<file path="config.mk">
export PLATFORM = sky130hd
export DESIGN_NAME = fifo_queue_with_key_search_unit
export DESIGN_NICKNAME = d
export VERILOG_FILES = /design/src/fqks_pkg.sv /design/src/fqks_ram.sv /design/src/fifo_queue_with_key_search_unit.sv
export SDC_FILE = /design/constraint.sdc
export NUM_CORES = 2
export LEC_CHECK = 0
export ABC_AREA = 1
export BUFFER_PORTS_ARGS = -buffer_cell sky130_fd_sc_hd__buf_2
export CORE_UTILIZATION = 38
export DETAILED_ROUTE_END_ITERATION = 6
export GPL_TIMING_DRIVEN = 0
export PLACE_DENSITY_LB_ADDON = 0.2
export SLEW_MARGIN = 5
export SYNTH_ARGS = -nofsm -noshare
export SYNTH_HDL_FRONTEND = slang
export SYNTH_HIERARCHICAL = 1
export SYNTH_SLANG_ARGS = --single-unit
</file>
<file path="constraint.sdc">
create_clock -name clk_i -period 10.3 [get_ports clk_i]
set_input_delay 1.03 -clock clk_i [delete_from_list [all_inputs] [get_ports clk_i]]
set_output_delay 1.03 -clock clk_i [all_outputs]
set_load 0.01 [all_outputs]
</file>
<file path="src/fqks_pkg.sv">
// Shared constants and codes for the FIFO queue with key search.
package fqks_pkg;

  // Default sizing
  localparam int unsigned DEPTH_DEF     = 16;
  localparam int unsigned NAME_BITS_DEF = 64;

  // Field widths
  localparam int unsigned CMD_W    = 3;
  localparam int unsigned NAME_W   = 64;
  localparam int unsigned PRICE_W  = 32;
  localparam int unsigned QPOS_W   = 8;
  localparam int unsigned STATUS_W = 3;
  localparam int unsigned POS_W    = 5;

  // Stream payload widths, padded to whole bytes
  localparam int unsigned S_TDATA_W = NAME_W + PRICE_W + QPOS_W;
  localparam int unsigned M_TDATA_RAW_W = POS_W + NAME_W + PRICE_W;
  localparam int unsigned M_TDATA_W = ((M_TDATA_RAW_W + 7) / 8) * 8;

  // Command codes
  localparam logic [CMD_W-1:0] CMD_APPEND = 3'd0;
  localparam logic [CMD_W-1:0] CMD_REMOVE = 3'd1;
  localparam logic [CMD_W-1:0] CMD_FIND   = 3'd2;
  localparam logic [CMD_W-1:0] CMD_READ   = 3'd3;
  localparam logic [CMD_W-1:0] CMD_LIST   = 3'd4;

  // Result status codes
  localparam logic [STATUS_W-1:0] ST_ADDED     = 3'd0;
  localparam logic [STATUS_W-1:0] ST_REMOVED   = 3'd1;
  localparam logic [STATUS_W-1:0] ST_FOUND     = 3'd2;
  localparam logic [STATUS_W-1:0] ST_NOT_FOUND = 3'd3;
  localparam logic [STATUS_W-1:0] ST_EMPTY     = 3'd4;
  localparam logic [STATUS_W-1:0] ST_INVALID   = 3'd5;
  localparam logic [STATUS_W-1:0] ST_FULL      = 3'd6;
  localparam logic [STATUS_W-1:0] ST_LIST      = 3'd7;

endpackage

</file>
<file path="src/fqks_ram.sv">
// Generic single-port RAM with registered read.
module fqks_ram #(
  parameter int unsigned WIDTH  = 8,
  parameter int unsigned DEPTH  = 16,
  parameter int unsigned ADDR_W = (DEPTH > 1) ? $clog2(DEPTH) : 1
) (
  input  logic              clk_i,
  input  logic              we_i,
  input  logic              re_i,
  input  logic [ADDR_W-1:0] addr_i,
  input  logic [WIDTH-1:0]  wdata_i,
  output logic [WIDTH-1:0]  rdata_o
);

  logic [WIDTH-1:0] mem_q [DEPTH];
  logic [WIDTH-1:0] rdata_q;

  always_ff @(posedge clk_i) begin
    if (we_i) begin
      mem_q[addr_i] <= wdata_i;
    end
    if (re_i) begin
      rdata_q <= mem_q[addr_i];
    end
  end

  assign rdata_o = rdata_q;

endmodule

</file>
<file path="src/fifo_queue_with_key_search_unit.sv">
// Top level: bounded FIFO of name/price entries with append, remove, find, read and list.
//
// Holds up to DEPTH entries (a NAME_BITS-bit name key and a 32-bit price in
// cents) in a circular buffer in one single-port RAM. One request is taken at
// a time; s_axis_tready_o is low until the request's last result has gone
// into the output register. Append, and any request that fails on a bound
// check (full, empty, position zero, position past the count), produces its
// result through S_EMIT. Remove and read-by-position go through S_RD (RAM
// read), then S_CHK (result). Find examines entries front first, an S_RD and
// an S_CHK per entry, and stops at the first hit; when nothing matches it
// reports not-found through S_EMIT. List makes an S_RD and S_CHK pass per
// entry, one result each. This pacing comes from the RAM's registered read
// port and the single key comparator, walked one entry at a time by the
// sequencer. Output stalls hold it in S_EMIT or S_CHK. No clearing pass after
// reset: stored entries are only ever read after they have been written.
// Unused command codes are accepted and dropped without a result.
module fifo_queue_with_key_search_unit #(
  parameter int unsigned DEPTH     = fqks_pkg::DEPTH_DEF,
  parameter int unsigned NAME_BITS = fqks_pkg::NAME_BITS_DEF
) (
  input  logic                            clk_i,
  input  logic                            rst_ni,
  // request channel
  input  logic                            s_axis_tvalid_i,
  output logic                            s_axis_tready_o,
  // tdata: item_name[63:0], item_price[95:64], query_position[103:96]
  input  logic [fqks_pkg::S_TDATA_W-1:0]  s_axis_tdata_i,
  // tuser: command[2:0]
  input  logic [fqks_pkg::CMD_W-1:0]      s_axis_tuser_i,
  // result channel
  output logic                            m_axis_tvalid_o,
  input  logic                            m_axis_tready_i,
  // tdata: entry_position[4:0], entry_name[68:5], entry_price[100:69], zero pad
  output logic [fqks_pkg::M_TDATA_W-1:0]  m_axis_tdata_o,
  // tuser: status[2:0]
  output logic [fqks_pkg::STATUS_W-1:0]   m_axis_tuser_o,
  // tlast: last_result
  output logic                            m_axis_tlast_o
);

  import fqks_pkg::*;

  localparam int unsigned AW  = (DEPTH > 1) ? $clog2(DEPTH) : 1;
  localparam int unsigned CW  = $clog2(DEPTH + 1);
  localparam int unsigned RW  = NAME_BITS + PRICE_W;
  localparam int unsigned QCW = QPOS_W + 1;

  // Sequencer states
  localparam logic [1:0] S_IDLE = 2'd0;
  localparam logic [1:0] S_EMIT = 2'd1;  // single pending result
  localparam logic [1:0] S_RD   = 2'd2;  // issue RAM read for idx_q
  localparam logic [1:0] S_CHK  = 2'd3;  // RAM data valid, compare / report

  // Request fields
  logic [NAME_BITS-1:0] in_name;
  logic [PRICE_W-1:0]   in_price;
  logic [QPOS_W-1:0]    in_qpos;

  assign in_name  = s_axis_tdata_i[NAME_BITS-1:0];
  assign in_price = s_axis_tdata_i[NAME_W +: PRICE_W];
  assign in_qpos  = s_axis_tdata_i[NAME_W + PRICE_W +: QPOS_W];

  // State
  logic [1:0]            state_q, state_d;
  logic [CMD_W-1:0]      cmd_q, cmd_d;
  logic [NAME_BITS-1:0]  key_q, key_d;
  logic [AW-1:0]         idx_q, idx_d;
  logic [AW-1:0]         front_q, front_d;
  logic [CW-1:0]         count_q, count_d;

  // Pending single result
  logic [STATUS_W-1:0]   res_status_q, res_status_d;
  logic [POS_W-1:0]      res_pos_q, res_pos_d;
  logic [NAME_W-1:0]     res_name_q, res_name_d;
  logic [PRICE_W-1:0]    res_price_q, res_price_d;

  // Output register
  logic                  out_valid_q;
  logic [STATUS_W-1:0]   out_status_q;
  logic [POS_W-1:0]      out_pos_q;
  logic [NAME_W-1:0]     out_name_q;
  logic [PRICE_W-1:0]    out_price_q;
  logic                  out_last_q;
  logic                  out_free;

  // Emission into the output register
  logic                  emit;
  logic [STATUS_W-1:0]   emit_status;
  logic [POS_W-1:0]      emit_pos;
  logic [NAME_W-1:0]     emit_name;
  logic [PRICE_W-1:0]    emit_price;
  logic                  emit_last;

  // RAM
  logic                  ram_we, ram_re;
  logic [AW-1:0]         ram_addr;
  logic [RW-1:0]         ram_rdata;
  logic [NAME_BITS-1:0]  rd_name;
  logic [PRICE_W-1:0]    rd_price;

  // Address arithmetic
  logic [AW-1:0]         offset;
  logic [AW:0]           slot_sum;
  logic [CW-1:0]         idx_inc;
  logic                  idx_last;
  logic                  key_hit;
  logic                  accept;

  assign accept   = s_axis_tvalid_i && s_axis_tready_o;
  assign out_free = !out_valid_q || m_axis_tready_i;

  // (front + offset) mod DEPTH; both terms below DEPTH
  assign offset   = (state_q == S_IDLE) ? AW'(count_q) : idx_q;
  assign slot_sum = (AW+1)'(front_q) + (AW+1)'(offset);
  assign ram_addr = (slot_sum >= (AW+1)'(DEPTH)) ? AW'(slot_sum - (AW+1)'(DEPTH))
                                                : AW'(slot_sum);

  assign idx_inc  = CW'(idx_q) + CW'(1);
  assign idx_last = (idx_inc == count_q);

  assign rd_name  = ram_rdata[NAME_BITS-1:0];
  assign rd_price = ram_rdata[NAME_BITS +: PRICE_W];
  assign key_hit  = (rd_name == key_q);   // the one shared comparator

  fqks_ram #(
    .WIDTH (RW),
    .DEPTH (DEPTH)
  ) u_store (
    .clk_i   (clk_i),
    .we_i    (ram_we),
    .re_i    (ram_re),
    .addr_i  (ram_addr),
    .wdata_i ({in_price, in_name}),
    .rdata_o (ram_rdata)
  );

  always_comb begin
    state_d      = state_q;
    cmd_d        = cmd_q;
    key_d        = key_q;
    idx_d        = idx_q;
    front_d      = front_q;
    count_d      = count_q;
    res_status_d = res_status_q;
    res_pos_d    = res_pos_q;
    res_name_d   = res_name_q;
    res_price_d  = res_price_q;
    ram_we       = 1'b0;
    ram_re       = 1'b0;
    emit         = 1'b0;
    emit_status  = res_status_q;
    emit_pos     = res_pos_q;
    emit_name    = res_name_q;
    emit_price   = res_price_q;
    emit_last    = 1'b1;

    case (state_q)
      S_IDLE: begin
        if (accept) begin
          cmd_d       = s_axis_tuser_i;
          key_d       = in_name;
          idx_d       = '0;
          res_pos_d   = '0;
          res_name_d  = '0;
          res_price_d = '0;
          case (s_axis_tuser_i)
            CMD_APPEND: begin
              state_d = S_EMIT;
              if (count_q == CW'(DEPTH)) begin
                res_status_d = ST_FULL;
              end else begin
                ram_we       = 1'b1;
                count_d      = count_q + CW'(1);
                res_status_d = ST_ADDED;
                res_pos_d    = POS_W'(count_q + CW'(1));
                res_name_d   = NAME_W'(in_name);
                res_price_d  = in_price;
              end
            end
            CMD_REMOVE, CMD_FIND, CMD_LIST: begin
              if (count_q == '0) begin
                res_status_d = ST_EMPTY;
                state_d      = S_EMIT;
              end else begin
                state_d = S_RD;
              end
            end
            CMD_READ: begin
              state_d = S_EMIT;
              if (count_q == '0) begin
                res_status_d = ST_EMPTY;
              end else if (in_qpos == '0) begin
                res_status_d = ST_INVALID;
              end else if ({1'b0, in_qpos} > QCW'(count_q)) begin
                res_status_d = ST_NOT_FOUND;
              end else begin
                idx_d   = AW'(in_qpos - QPOS_W'(1));
                state_d = S_RD;
              end
            end
            default: begin
              state_d = S_IDLE;   // unused code: dropped
            end
          endcase
        end
      end

      S_EMIT: begin
        if (out_free) begin
          emit    = 1'b1;
          state_d = S_IDLE;
        end
      end

      S_RD: begin
        ram_re  = 1'b1;
        state_d = S_CHK;
      end

      S_CHK: begin
        emit_pos   = POS_W'(idx_inc);
        emit_name  = NAME_W'(rd_name);
        emit_price = rd_price;
        case (cmd_q)
          CMD_REMOVE: begin
            emit_status = ST_REMOVED;
            if (out_free) begin
              emit    = 1'b1;
              front_d = (front_q == AW'(DEPTH - 1)) ? '0 : front_q + AW'(1);
              count_d = count_q - CW'(1);
              state_d = S_IDLE;
            end
          end
          CMD_FIND: begin
            emit_status = ST_FOUND;
            if (key_hit) begin
              if (out_free) begin
                emit    = 1'b1;
                state_d = S_IDLE;
              end
            end else if (idx_last) begin
              res_status_d = ST_NOT_FOUND;
              state_d      = S_EMIT;
            end else begin
              idx_d   = idx_q + AW'(1);
              state_d = S_RD;
            end
          end
          CMD_LIST: begin
            emit_status = ST_LIST;
            emit_last   = idx_last;
            if (out_free) begin
              emit = 1'b1;
              if (idx_last) begin
                state_d = S_IDLE;
              end else begin
                idx_d   = idx_q + AW'(1);
                state_d = S_RD;
              end
            end
          end
          default: begin
            // read by position
            emit_status = ST_FOUND;
            if (out_free) begin
              emit    = 1'b1;
              state_d = S_IDLE;
            end
          end
        endcase
      end

      default: begin
        state_d = S_IDLE;
      end
    endcase
  end

  always_ff @(posedge clk_i or negedge rst_ni) begin
    if (!rst_ni) begin
      state_q     <= S_IDLE;
      front_q     <= '0;
      count_q     <= '0;
      out_valid_q <= 1'b0;
    end else begin
      state_q <= state_d;
      front_q <= front_d;
      count_q <= count_d;
      if (emit) begin
        out_valid_q <= 1'b1;
      end else if (m_axis_tready_i) begin
        out_valid_q <= 1'b0;
      end
    end
  end

  always_ff @(posedge clk_i) begin
    cmd_q        <= cmd_d;
    key_q        <= key_d;
    idx_q        <= idx_d;
    res_status_q <= res_status_d;
    res_pos_q    <= res_pos_d;
    res_name_q   <= res_name_d;
    res_price_q  <= res_price_d;
    if (emit) begin
      out_status_q <= emit_status;
      out_pos_q    <= emit_pos;
      out_name_q   <= emit_name;
      out_price_q  <= emit_price;
      out_last_q   <= emit_last;
    end
  end

  assign s_axis_tready_o = (state_q == S_IDLE);
  assign m_axis_tvalid_o = out_valid_q;
  assign m_axis_tuser_o  = out_status_q;
  assign m_axis_tlast_o  = out_last_q;
  assign m_axis_tdata_o  = M_TDATA_W'({out_price_q, out_name_q, out_pos_q});

  // Occupancy never passes the capacity
  a_count_bound: assert property (@(posedge clk_i) disable iff (!rst_ni)
    count_q <= CW'(DEPTH))
    else $error("entry count above capacity");

  // Front pointer stays inside the buffer
  a_front_bound: assert property (@(posedge clk_i) disable iff (!rst_ni)
    (AW+1)'(front_q) < (AW+1)'(DEPTH))
    else $error("front pointer out of range");

  // A RAM read is only issued for a stored entry
  a_read_in_range: assert property (@(posedge clk_i) disable iff (!rst_ni)
    (state_q == S_RD) |-> (count_q != '0) && (CW'(idx_q) < count_q))
    else $error("read of an entry beyond the count");

  // After a final result the sequencer is back to idle
  a_last_idle: assert property (@(posedge clk_i) disable iff (!rst_ni)
    (emit && emit_last) |=> (state_q == S_IDLE))
    else $error("sequencer busy after final result");

endmodule
</file>
==> impl_metrics.env <==
export IMPL_status="complete, no violations"
export IMPL_seq_area_frac_synth_pct=72.0
export IMPL_worstPathMaxFanout=20
export IMPL_drive_gt1_share_pct=10.6
export IMPL_synth_edf_count=1912
export IMPL_finalSetupViolCount=0
export IMPL_hpwlAfterDp_mm=152
export IMPL_ys_types=42
export IMPL_reg2regPathDepth=15
export IMPL_wl_met2_mm=103
export IMPL_min_period_ps=5640
export IMPL_dr_pass1_iters=6
export IMPL_end_kind="flop"
export IMPL_synthArstFlopShare_pct=0.624
export IMPL_ios=221
export IMPL_wl_met3_mm=13.0
export IMPL_cts_sinks=1924
export IMPL_die_x_um=461
export IMPL_yosys_register_bits=1924
export IMPL_min_path_type="in -> async"
export IMPL_rrSetupSlack_ps=4660
export IMPL_h_tree_depth=4
export IMPL_max_cap_violations=0
export IMPL_grt_max_degree=66
export IMPL_r2r_end="u_store/mem_q[2][65]"
export IMPL_critPathArrivalTime_ps=6160
export IMPL_clkSlewWorstSetupHoldPaths_ps=60
export IMPL_synth_top_area_share_pct=71.6
export IMPL_critPathRequiredTime_ps=10820
export IMPL_synth_warnings=6
export IMPL_top_layer="met5"
export IMPL_routabilityCongestion=0.797
export IMPL_fin_setup_tns_ps=0
export IMPL_grt_usage_pct=20.9
export IMPL_die_h_um=461
export IMPL_worstReg2RegStart="state_q[0]"
export IMPL_synth_area_leader_cell="edfxtp_1"
export IMPL_grt_remaining_overflow=0
export IMPL_path_cells="nor2_4 > inv_2 > o21ai_0 > ha_1 > a21o_1 > a21oi_1 > xor2_1 > nor2_2 > buf_2 > buf_2 > inv_1 > nor2_4 > buf_12 > buf_12 > buf_16"
export IMPL_max_freq_mhz=177
export IMPL_start_kind="flop"
export IMPL_nFillCells=19400
export IMPL_cts_buffers=197
export IMPL_clockRootBuffer="clkbuf_16"
export IMPL_drc_errors=0
export IMPL_die_area_um2=213000
export IMPL_fin_crit_sh_pct=54.7
export IMPL_wl_met1_mm=100
export IMPL_syn2layout_area_growth_pct=16.1
export IMPL_cts_resized=0
export IMPL_grt_setup_unrepaired="false"
export IMPL_core_area_um2=210000
export IMPL_vias=52100
export IMPL_max_stage_delay_ps=710
export IMPL_antenna_found_initial=27
export IMPL_start_util_pct=38.3
export IMPL_slew_viol_final=0
export IMPL_port_buffer_count=217
export IMPL_syn_area_um2=80200
export IMPL_synthesis_instances=7613
export IMPL_clkLatencyLatePin_ps=840
export IMPL_wl_per_cell_um=20.0
export IMPL_cts_buffer_depth=3
export IMPL_synth_most_common_cell="nand2_1"
export IMPL_yosys_top_cells_count="nand2_1 (4545), edfxtp_1 (1912), inv_1 (433)"
export IMPL_ys_top_cells_by_area="edfxtp_1 (72%), nand2_1 (21%), inv_1 (2.0%)"
export IMPL_finalHoldViolCount=0
export IMPL_slowest_stage="nor2_4"
export IMPL_critPathKind="reg -> reg"
export IMPL_drt_total_wl_mm=222
export IMPL_cts_tree="yes"
export IMPL_synthFlopType="edfxtp_1"
export IMPL_fin_skew_ps=31.4
export IMPL_worstMarginPinSlew_ps=1070
export IMPL_first_global_vias=50200
export IMPL_grt_first_pass_wirelength_mm=327
export IMPL_rows=168
export IMPL_postSynthAreaPerCell_um2=10.5
export IMPL_cts_setup_buffers=0
export IMPL_maxSlewHeadroom_pct=28.1
export IMPL_final_nets=8238
export IMPL_vias_per_cell=4.70
export IMPL_drt_first_iter_violations=3934
export IMPL_antenna_left=0
export IMPL_cts_hold_buf=0
export IMPL_crit_path_start="state_q[0]"
-- worst max-delay path by stage --
stage | to | slack, ps | cells after the start
after floorplan | u_store/mem_q[3][0] | 1420 | 6
after global placement | u_store/mem_q[8][69] | -6400 | 7
after detailed placement | u_store/mem_q[2][52] | 4590 | 15
after CTS | u_store/mem_q[2][65] | 4560 | 15
after global routing | u_store/mem_q[2][52] | 4380 | 15
final | u_store/mem_q[2][65] | 4660 | 15
-- logic make-up (layout without fill, tap and decap cells) --
| logic type | count (synthesis) | after routing | synth area share [%] |
|---|---|---|---|
| simple gates | 4771 | 4771 | 22.5 |
| flops | 1924 | 1924 | 72.0 |
| buf+inv | 779 | 1444 | 4.35 |
| compound gates | 95 | 95 | 0.668 |
| xor+xnor | 27 | 27 | 0.295 |
| fa+ha+maj | 15 | 15 | 0.243 |
| other cells | 1 | 12 | 0.00468 |
| mux | 1 | 1 | 0.0140 |
-- layout by cell type (no fill, tap or decap), types with 20 or more instances in the layout --
cell type and n:
buf_12 61, buf_2 423, buf_6 32, clkbuf_1 112
clkbuf_16 197, clkinv_1 42, clkinv_2 37, edfxtp_1 1912
inv_1 432, nand2_1 4545, nand3_1 21, nor2_1 166
nor2_4 20, o21ai_0 71, xor2_1 23
-- registers in the layout, indices dropped and copies added, names as in the netlist, 32 cells and up --
signal           cells
res_name_q          64
res_price_q         32
u_store/rdata_o     96
out_name_q          64
u_store/mem_q     1536
key_q               64
out_price_q         32
-- critical path: cells and delay by family, from the launching register on --
family / cells / cell delay (ps)
buf+inv: 7 / 1860
simple gates: 3 / 1610
compound gates: 3 / 670
flops: 1 / 500
fa+ha+maj: 1 / 310
xor+xnor: 1 / 300
-- area by class of cell --
class	count	area [um^2]	area share (%)
inverter	445	1680	1.80
sequential	1924	57700	62.0
multi-input combinational	4912	19100	20.6
buffer	334	1820	1.96
clock buffer	251	5190	5.58
tap	2805	3510	3.77
antenna	9	22.5	0.0242
clock inverter	116	1180	1.26
timing repair buffer	298	2830	3.04
-- per-stage QoR --
stage	hold WS, ps	cells	area (um^2)	setup slack (ps)	util, %
final	104	11100	93100	4660	44.4
after global routing	78.7	11100	93100	4380	44.4
after CTS	40.2	11100	93100	4560	44.4
after detailed placement	502	10700	86700	4590	41.4
after global placement	505	10600	84800	-6400	40.5
after floorplan	487	7615	80200	1420	-
-- per-layer routing --
layer | vias up | global-route usage [%]
met5 | - | 0
met4 | 20 | 6.18
met3 | 297 | 3.09
met2 | 1415 | 33.7
met1 | 24900 | 29.0
li1 | 25400 | -
Power is not shown: default switching activity piles up to over one toggle a cycle in this logic, so the estimate is an artifact.
